`src/rtl/mexp_pkg.sv`:
```
// shared types, constants and microcode table for the modular exponentiation core
`timescale 1ns / 1ps
`default_nettype none

package mexp_pkg;

	// number of low exponent bits scanned
	localparam int EXP_BITS = 63;
	localparam int CNT_W = (EXP_BITS > 1) ? $clog2(EXP_BITS) : 1;
	localparam logic [CNT_W-1:0] CNT_INIT = CNT_W'(EXP_BITS - 1);

	// modulus and reduction constants
	localparam logic [29:0] PRIME = 30'd1000000007;
	localparam logic [31:0] TWO_PRIME = 32'd2000000014;
	// floor(2^60 / prime) for the quotient estimate
	localparam logic [30:0] MU = 31'd1152921496;
	// 2^33 mod prime, folds the high part of a raw base
	localparam logic [30:0] C33 = 31'd589934536;

	// microcode address space
	localparam int STEP_W = 4;
	localparam logic [STEP_W-1:0] STEP_LOOP = 4'd5;
	localparam logic [STEP_W-1:0] STEP_LOOP_END = 4'd15;

	// multiplier operand pairs
	typedef enum logic [2:0] {
		MUL_NONE,
		MUL_SQ,
		MUL_AB,
		MUL_MU,
		MUL_Q,
		MUL_RAW
	} mul_op_t;

	// what lands in the value register being reduced
	typedef enum logic [1:0] {
		XW_NONE,
		XW_PROD,
		XW_PROD_LO
	} xw_t;

	// destination of a fully reduced value
	typedef enum logic [1:0] {
		DST_NONE,
		DST_BASE,
		DST_ACC
	} dst_t;

	// sequencing of the step counter
	typedef enum logic [1:0] {
		BR_NEXT,
		BR_SKIP,
		BR_LOOP
	} br_t;

	typedef struct packed {
		mul_op_t          mul_op;
		xw_t              x_wr;
		logic             prod_wr;
		logic             r_wr;
		dst_t             dst;
		br_t              br;
		logic [STEP_W-1:0] target;
	} ucode_t;

	// sequencer to datapath controls
	typedef struct packed {
		logic    load;
		logic    shift;
		mul_op_t mul_op;
		xw_t     x_wr;
		logic    prod_wr;
		logic    r_wr;
		dst_t    dst;
	} ctrl_t;

	// datapath to sequencer status
	typedef struct packed {
		logic        bit_hi;
		logic [29:0] acc;
	} stat_t;

	function automatic ucode_t mk(input mul_op_t mul_op, input xw_t x_wr, input logic prod_wr,
			input logic r_wr, input dst_t dst, input br_t br, input logic [STEP_W-1:0] target);
		ucode_t w;
		w.mul_op = mul_op;
		w.x_wr = x_wr;
		w.prod_wr = prod_wr;
		w.r_wr = r_wr;
		w.dst = dst;
		w.br = br;
		w.target = target;
		return w;
	endfunction

	// control store: base fold, then square and conditional multiply per exponent bit
	function automatic ucode_t ucode(input logic [STEP_W-1:0] step);
		ucode_t w;
		case (step)
			4'd0: w = mk(MUL_RAW, XW_PROD_LO, 1'b0, 1'b0, DST_NONE, BR_NEXT, '0);
			4'd1: w = mk(MUL_MU, XW_NONE, 1'b1, 1'b0, DST_NONE, BR_NEXT, '0);
			4'd2: w = mk(MUL_Q, XW_NONE, 1'b1, 1'b0, DST_NONE, BR_NEXT, '0);
			4'd3: w = mk(MUL_NONE, XW_NONE, 1'b0, 1'b1, DST_NONE, BR_NEXT, '0);
			4'd4: w = mk(MUL_NONE, XW_NONE, 1'b0, 1'b0, DST_BASE, BR_NEXT, '0);
			4'd5: w = mk(MUL_SQ, XW_PROD, 1'b0, 1'b0, DST_NONE, BR_NEXT, '0);
			4'd6: w = mk(MUL_MU, XW_NONE, 1'b1, 1'b0, DST_NONE, BR_NEXT, '0);
			4'd7: w = mk(MUL_Q, XW_NONE, 1'b1, 1'b0, DST_NONE, BR_NEXT, '0);
			4'd8: w = mk(MUL_NONE, XW_NONE, 1'b0, 1'b1, DST_NONE, BR_NEXT, '0);
			4'd9: w = mk(MUL_NONE, XW_NONE, 1'b0, 1'b0, DST_ACC, BR_SKIP, STEP_LOOP_END);
			4'd10: w = mk(MUL_AB, XW_PROD, 1'b0, 1'b0, DST_NONE, BR_NEXT, '0);
			4'd11: w = mk(MUL_MU, XW_NONE, 1'b1, 1'b0, DST_NONE, BR_NEXT, '0);
			4'd12: w = mk(MUL_Q, XW_NONE, 1'b1, 1'b0, DST_NONE, BR_NEXT, '0);
			4'd13: w = mk(MUL_NONE, XW_NONE, 1'b0, 1'b1, DST_NONE, BR_NEXT, '0);
			4'd14: w = mk(MUL_NONE, XW_NONE, 1'b0, 1'b0, DST_ACC, BR_NEXT, '0);
			4'd15: w = mk(MUL_NONE, XW_NONE, 1'b0, 1'b0, DST_NONE, BR_LOOP, STEP_LOOP);
			default: w = mk(MUL_NONE, XW_NONE, 1'b0, 1'b0, DST_NONE, BR_NEXT, '0);
		endcase
		return w;
	endfunction

endpackage

`default_nettype wire

```
`src/rtl/modular_exponentiation_prime_core.sv`:
```
// top level: microcoded sequencer and output register for base^exponent mod 1000000007
`timescale 1ns / 1ps
`default_nettype none

// Computes base^exponent mod 1000000007 for one transaction at a time. After a transaction
// is taken the base is folded and reduced, then each of the 63 exponent bits, most
// significant first, is handled by a squaring plus a multiply by the base when the bit is
// set. When the last bit is done the result is registered on the output, once the previous
// result has been read; a new transaction is taken in the cycle after that, never before the
// current one is through. Every modular product, the two multiplies of its reduction step
// and the base fold share the single 31x31 multiplier. A finished result waits in its own
// register, so the next transaction is taken while the previous result is still unread.
module modular_exponentiation_prime_core (
	input  wire logic        clk,
	input  wire logic        arst_n,
	input  wire logic        in_valid,
	output logic             in_ready,
	input  wire logic [62:0] base,
	input  wire logic [62:0] exponent,
	output logic             out_valid,
	input  wire logic        out_ready,
	output logic [29:0]      power_mod
);

	logic                          busy_q;
	logic [mexp_pkg::STEP_W-1:0]   step_q;
	logic [mexp_pkg::CNT_W-1:0]    cnt_q;
	logic                          out_valid_q;
	logic [29:0]                   result_q;

	mexp_pkg::ucode_t uc;
	mexp_pkg::ctrl_t  ctrl;
	mexp_pkg::stat_t  status;
	logic             accept;
	logic             out_free;
	logic             more_bits;
	logic             finish;

	assign uc = mexp_pkg::ucode(step_q);
	assign in_ready = !busy_q;
	assign accept = in_valid && in_ready;
	assign out_free = !out_valid_q || out_ready;
	assign more_bits = (cnt_q != '0);
	assign finish = busy_q && (uc.br == mexp_pkg::BR_LOOP) && !more_bits && out_free;

	// control word gated by activity
	always_comb begin
		ctrl.load = accept;
		ctrl.shift = busy_q && (uc.br == mexp_pkg::BR_LOOP) && more_bits;
		ctrl.mul_op = busy_q ? uc.mul_op : mexp_pkg::MUL_NONE;
		ctrl.x_wr = busy_q ? uc.x_wr : mexp_pkg::XW_NONE;
		ctrl.prod_wr = busy_q && uc.prod_wr;
		ctrl.r_wr = busy_q && uc.r_wr;
		ctrl.dst = busy_q ? uc.dst : mexp_pkg::DST_NONE;
	end

	mexp_datapath u_datapath (
		.clk      (clk),
		.ctrl     (ctrl),
		.base     (base),
		.exponent (exponent),
		.status   (status)
	);

	// step counter, bit counter and output handshake
	always_ff @(posedge clk or negedge arst_n) begin
		if (!arst_n) begin
			busy_q <= 1'b0;
			step_q <= '0;
			cnt_q <= '0;
			out_valid_q <= 1'b0;
		end else begin
			if (accept) begin
				busy_q <= 1'b1;
				step_q <= '0;
				cnt_q <= mexp_pkg::CNT_INIT;
			end else if (busy_q) begin
				case (uc.br)
					mexp_pkg::BR_SKIP: begin
						step_q <= status.bit_hi ? step_q + 1'b1 : uc.target;
					end
					mexp_pkg::BR_LOOP: begin
						if (more_bits) begin
							cnt_q <= cnt_q - 1'b1;
							step_q <= uc.target;
						end else if (out_free) begin
							busy_q <= 1'b0;
							step_q <= '0;
						end
					end
					default: begin
						step_q <= step_q + 1'b1;
					end
				endcase
			end
			if (finish) begin
				out_valid_q <= 1'b1;
			end else if (out_ready) begin
				out_valid_q <= 1'b0;
			end
		end
	end

	// result register
	always_ff @(posedge clk) begin
		if (finish) begin
			result_q <= status.acc;
		end
	end

	assign out_valid = out_valid_q;
	assign power_mod = result_q;

`ifndef ASSERT_OFF
	a_result_range: assert property (@(posedge clk) disable iff (!arst_n)
		out_valid |-> (power_mod < mexp_pkg::PRIME))
		else $error("result not reduced below the prime");

	a_start: assert property (@(posedge clk) disable iff (!arst_n)
		accept |=> (busy_q && (step_q == '0) && (cnt_q == mexp_pkg::CNT_INIT)))
		else $error("sequencer did not start at step zero");

	a_idle_step: assert property (@(posedge clk) disable iff (!arst_n)
		!busy_q |-> (step_q == '0))
		else $error("step counter moved while idle");

	a_no_overwrite: assert property (@(posedge clk) disable iff (!arst_n)
		(out_valid_q && !out_ready) |=> (out_valid_q && $stable(result_q)))
		else $error("pending result overwritten");
`endif

endmodule

`default_nettype wire

```
`src/rtl/mexp_datapath.sv`:
```
// datapath: shared multiplier, barrett reduction registers, base, accumulator, exponent
`timescale 1ns / 1ps
`default_nettype none

module mexp_datapath (
	input  wire logic                         clk,
	input  wire mexp_pkg::ctrl_t              ctrl,
	input  wire logic [62:0]                  base,
	input  wire logic [62:0]                  exponent,
	output mexp_pkg::stat_t                   status
);

	logic [62:0]                   raw_q;
	logic [29:0]                   base_q;
	logic [29:0]                   acc_q;
	logic [mexp_pkg::EXP_BITS-1:0] exp_q;
	logic [59:0]                   x_q;
	logic [61:0]                   prod_q;
	logic [31:0]                   r_q;

	logic [30:0] mul_a;
	logic [30:0] mul_b;
	logic [61:0] product;
	logic [29:0] reduced;

	// operand select for the shared multiplier
	always_comb begin
		case (ctrl.mul_op)
			mexp_pkg::MUL_SQ: begin
				mul_a = {1'b0, acc_q};
				mul_b = {1'b0, acc_q};
			end
			mexp_pkg::MUL_AB: begin
				mul_a = {1'b0, acc_q};
				mul_b = {1'b0, base_q};
			end
			mexp_pkg::MUL_MU: begin
				mul_a = x_q[59:29];
				mul_b = mexp_pkg::MU;
			end
			mexp_pkg::MUL_Q: begin
				mul_a = prod_q[61:31];
				mul_b = {1'b0, mexp_pkg::PRIME};
			end
			mexp_pkg::MUL_RAW: begin
				mul_a = {1'b0, raw_q[62:33]};
				mul_b = mexp_pkg::C33;
			end
			default: begin
				mul_a = '0;
				mul_b = '0;
			end
		endcase
	end

	assign product = 62'(mul_a) * 62'(mul_b);

	// final correction: remainder estimate is below three times the prime
	always_comb begin
		if (r_q >= mexp_pkg::TWO_PRIME) begin
			reduced = 30'(r_q - mexp_pkg::TWO_PRIME);
		end else if (r_q >= 32'(mexp_pkg::PRIME)) begin
			reduced = 30'(r_q - 32'(mexp_pkg::PRIME));
		end else begin
			reduced = r_q[29:0];
		end
	end

	// datapath registers
	always_ff @(posedge clk) begin
		if (ctrl.load) begin
			raw_q <= base;
			exp_q <= exponent[mexp_pkg::EXP_BITS-1:0];
			acc_q <= 30'd1;
		end else begin
			if (ctrl.shift) begin
				exp_q <= exp_q << 1;
			end
			case (ctrl.dst)
				mexp_pkg::DST_BASE: base_q <= reduced;
				mexp_pkg::DST_ACC:  acc_q <= reduced;
				default: ;
			endcase
		end
		case (ctrl.x_wr)
			mexp_pkg::XW_PROD:    x_q <= product[59:0];
			mexp_pkg::XW_PROD_LO: x_q <= product[59:0] + 60'(raw_q[32:0]);
			default: ;
		endcase
		if (ctrl.prod_wr) begin
			prod_q <= product;
		end
		// remainder fits in 32 bits, so low words suffice
		if (ctrl.r_wr) begin
			r_q <= x_q[31:0] - prod_q[31:0];
		end
	end

	assign status.bit_hi = exp_q[mexp_pkg::EXP_BITS-1];
	assign status.acc = acc_q;

endmodule

`default_nettype wire
```
`config.mk`:
```
export PLATFORM = sky130hd
export DESIGN_NAME = modular_exponentiation_prime_core
export DESIGN_NICKNAME = d
export VERILOG_FILES = /design/src/rtl/mexp_pkg.sv /design/src/rtl/modular_exponentiation_prime_core.sv /design/src/rtl/mexp_datapath.sv
export SDC_FILE = /design/constraint.sdc
export NUM_CORES = 2
export LEC_CHECK = 0
export BUFFER_PORTS_ARGS = -buffer_cell sky130_fd_sc_hd__buf_2
export CAP_MARGIN = 20
export CORE_MARGIN = 8
export CORE_UTILIZATION = 50
export CTS_CLUSTER_DIAMETER = 60
export CTS_CLUSTER_SIZE = 14
export DETAILED_ROUTE_END_ITERATION = 16
export PLACE_DENSITY = 0.67
export SKIP_LAST_GASP = 1
export SLEW_MARGIN = 10
export SYNTH_ARGS = -nofsm -noshare
export SYNTH_HDL_FRONTEND = slang
export SYNTH_SLANG_ARGS = --single-unit
```
`constraint.sdc`:
```
create_clock -name clk -period 14.2 [get_ports clk]
set_clock_uncertainty 0.05 [all_clocks]
set_input_delay 0.71 -clock clk [delete_from_list [all_inputs] [get_ports clk]]
set_output_delay 0.71 -clock clk [all_outputs]
set_load 0.02 [all_outputs]
```
==> impl.org <==
** Run status
- The flow ran to the end, and the final reports show no timing, DRC or antenna violations.

** Worst setup path
- Type of the worst setup path :: reg2reg
- In this design, the stage delay of the slowest critical-path cell is 0.90 ns.
- Startpoint class of the critical path :: register
- In this run the register-to-register setup slack is 0.68 ns.
- The largest individual stage delay along the critical path comes from the cell a221oi_2.
- Worst setup path startpoint :: step_q[1]$_DFFE_PN0P_
- Number of cells traversed by the worst register-to-register path :: 45
- Crit Reg-Reg Endpoint :: u_datapath.x_q[58]$_DFFE_PP_
- Crit Reg-Reg Startpoint :: step_q[1]$_DFFE_PN0P_
- The cell that appears most often on the critical path is fa_1.
- STA classifies the critical path endpoint as a register.
- Highest fanout seen on the critical path :: 22
- CP Data Required Time :: 14.47 ns
- Arrival time of the worst setup path :: 13.79 ns

** Clock tree
- Total of hold buffers inserted after clock tree synthesis :: 1
- Buffers inserted during clock tree synthesis total 31.
- No sink is reached through more buffers than the 3 on the longest clock path.
- Clock net sink count :: 382
- Total setup buffers inserted after CTS :: 0
- At the later pin of the worst-skew pair, clock insertion delay measures 0.61 ns.
- CTS clk-pin slew, worst paths :: 0.07 ns
- TritonCTS built the clock tree.
- Root buffer cell :: clkbuf_16
- CTS built an H-tree with a depth of 1.
- Once the clock tree was built, the resizer swapped 0 gates to a different size.

** Job
- The tool flagged a number of max-cap violations equal to 0.

** Final layout
- Summing all non-filler instances in the final layout gives an area of 53900 µm².
- From synthesis to final layout, the design area changed by 8.24%.
- Commonest non-fill, non-tap cell in the layout :: inv_1
- Filler Cells Inserted :: 8906
- Total number of nets in the final design :: 6730
- Fraction of layout instances using a drive strength above 1 :: 8.89%
- The top cell types in the final layout, fill and taps aside, are inv_1 (917), nand2_1 (856), fa_1 (839), nor2_1 (613), edfxtp_1 (340).

** Min path
- End point of the worst hold path :: u_datapath.raw_q[6]$_DFFE_PP_
- Worst min-delay path startpoint :: base[6]
- Hold Path Cell Cnt :: 1
- The tightest min-delay check is of the in2reg type.

** Placement
- The placed instances occupy a cell area of 52900 µm².
- Post-detailed-placement half-perimeter wirelength :: 135 mm
- Input and output buffers added on the ports amount to 161.
- The congestion estimate from routability-driven global placement came to 1.02.
- Worst slack at placement :: 1.04 ns

** Global routing
- Residual overflow from global routing :: 0
- The number of antenna violations at the first check in global routing came to 9.
- Global routing usage summed across all routing layers :: 30.5%
- Pin count of the biggest net entering global routing :: 83
- Number of global-route vias before repair :: 40323
- Wire length of the first global-routing pass :: 255 mm

** Drt
- DRC violations left :: 0
- In the final routed layout, each cell accounts on average for 25.0 µm.
- In the routed layout, each cell is associated on average with a via count of 5.82.
- Number of DRC violations after detailed-routing iteration 0 :: 4032
- For this run, the detailed router's first-pass iteration total came to 8.
- Wire length after detailed routing :: 169 mm
- In this run the remaining antenna-violating nets after routing total 0.
- Summing over every cut layer, the via total after detailed routing is 39278.

** Synth
- By area, the combinational part of the netlist is dominated by adder cells.
- Largest cells by area after synthesis :: fa_1 (34%), edfxtp_1 (21%), ha_1 (8.3%)
- Share of synthesized flip-flops with an asynchronous set or reset :: 3.14%
- Number of enable-type register cells in the synthesized netlist :: 340
- Multiplexer fraction of the synthesized cell area :: 0.538%
- The synthesized design devotes to its leading area cell type 33.7% of total area.
- Adder-cell share of the synthesized area :: 42.1%
- After synthesis the netlist holds a flip-flop and latch count of 382.
- Of the synthesized area, sequential elements account for 22.3%.
- Cell area after synthesis :: 49800 µm²
- In this run, distinct cell masters in the synthesized netlist total 90.
- Fraction of the mapped netlist area in compound gates :: 8.44%
- Xor and xnor area share after synthesis :: 3.00%
- Yosys printed 0 warnings.
- Of all cell types, the one taking the most synthesized area is fa_1.
- Simple-gate share of the synthesized area :: 14.8%
- Synthesized netlist cell count :: 5303
- After synthesis, the mean cell area works out to 9.39 µm².
- Leading register cell type out of synthesis :: edfxtp_1

** Die
- Measured along the x axis, the die boundary spans 332 µm.
- The initialized floorplan defines 115 standard-cell rows.
- Initial cell density of the core :: 50.5%
- The die covers 110000 µm².
- Measured along the y axis, the die boundary spans 332 µm.
- Total I/O pin count :: 162
- Core Box Area :: 98600 µm²

** STA
- Crit share post-route :: 95.2%
- At the pin with the least slew margin, the transition time is 1.33 ns.
- Relative slew slack :: 11.4%
- Achievable frequency :: 74.0 MHz
- After layout, the minimum clock period comes to 13.52 ns.
- Setup slack on the critical path of the routed design comes to 0.683 ns.
- Final setup violation count :: 0
- Post-Route Setup TNS :: 0 ns
- Final hold violations :: 0
- Setup repair after global routing missed its margin :: false
- Final count of pins violating max slew :: 0
sequential cells by signal (all words and copies together), names as in the netlist:
name and flops:
u_datapath.base_q 30, u_datapath.raw_q 63, u_datapath.prod_q 62, u_datapath.x_q 60
u_datapath.exp_q 63, cnt_q 6, out_valid 1, busy_q 1
step_q 4, power_mod 30, u_datapath.r_q 32, u_datapath.acc_q 30
through the flow:
stage / hold slack [ns] / instances / utilization [%]
after global routing: 0.202 / 6741 / 54.7
after global placement: 0.443 / 6678 / 53.6
final: 0.227 / 6747 / 54.7
after detailed placement: 0.447 / 6680 / 53.7
after CTS: 0.193 / 6739 / 54.6
after floorplan: 0.364 / 5307 / -
worst max-delay path, delay by kind of cell (launching register included):
family / cells / cell delay [ns]
adders and majority gates: 11 / 5.14
DFF: 1 / 0.47
muxes: 1 / 0.10
and+or+nand+nor: 19 / 4.39
buffers and inverters: 7 / 0.98
xor gates and xnor gates: 2 / 0.60
AOI/OAI and AO/OA: 5 / 1.48
cell type report:
class                   instances  area (µm²)  area share (%)
multi-input cells            3759       34600            64.2
clock buffers                  55         876            1.63
flip-flops and latches        382       11100            20.6
clock inverters                 3        55.1           0.102
well taps                    1287        1610            2.99
inverters                     920        3460            6.42
repair buffers                335        2160            4.01
diodes                          6        15.0          0.0279
cells in the mapped netlist, drive strengths merged (14+ instances only):
library cell and count:
a221o 33, dfxtp 30, and2 43, ha 332
and3 24, a21oi 171, mux2 20, fa 839
o21a 29, a21o 79, nand3 62, nand2 858
nor2 617, clkbuf 223, inv 920, nor3 40
a31oi 21, edfxtp 340, o211ai 16, nor2b 24
o21ai 137, nand2b 21, a211oi 16, xnor2 103
buf 23, a221oi 35, xor2 66, nand4 25
o21bai 14
how the worst max path moves through the flow:
| stage | slack, ns | endpoint | depth (start not counted) |
|---|---|---|---|
| final | 0.68 | u_datapath.x_q[58]$_DFFE_PP_ | 45 |
| after global routing | 0.1 | u_datapath.x_q[58]$_DFFE_PP_ | 45 |
| after CTS | 0.94 | u_datapath.x_q[58]$_DFFE_PP_ | 45 |
| after detailed placement | 1.04 | u_datapath.x_q[58]$_DFFE_PP_ | 45 |
| after global placement | 1.13 | u_datapath.x_q[58]$_DFFE_PP_ | 45 |
| after floorplan | 2.62 | u_datapath.x_q[58]$_DFFE_PP_ | 48 |
cell families after synthesis:
logic type / count (synthesis)
xor gates and xnor gates: 169
and+or+nand+nor: 1763
other: 2
DFF: 382
adders and majority gates: 1171
muxes: 23
AOI/OAI and AO/OA: 627
buffers and inverters: 1166
per-layer routing:
| metal | vias to the layer above | global-route usage [%] | share of wire [%] |
|---|---|---|---|
| li1 | 16949 | - | - |
| met1 | 19617 | 40.6 | 39 |
| met2 | 2252 | 45.9 | 43 |
| met3 | 448 | 9.35 | 13 |
| met4 | 12 | 13.1 | 5.3 |
| met5 | - | 0 | 0.043 |
Power is left out: the tool's default activity adds up to more than one toggle a clock period on the data nets, which glitch-free logic cannot reach.
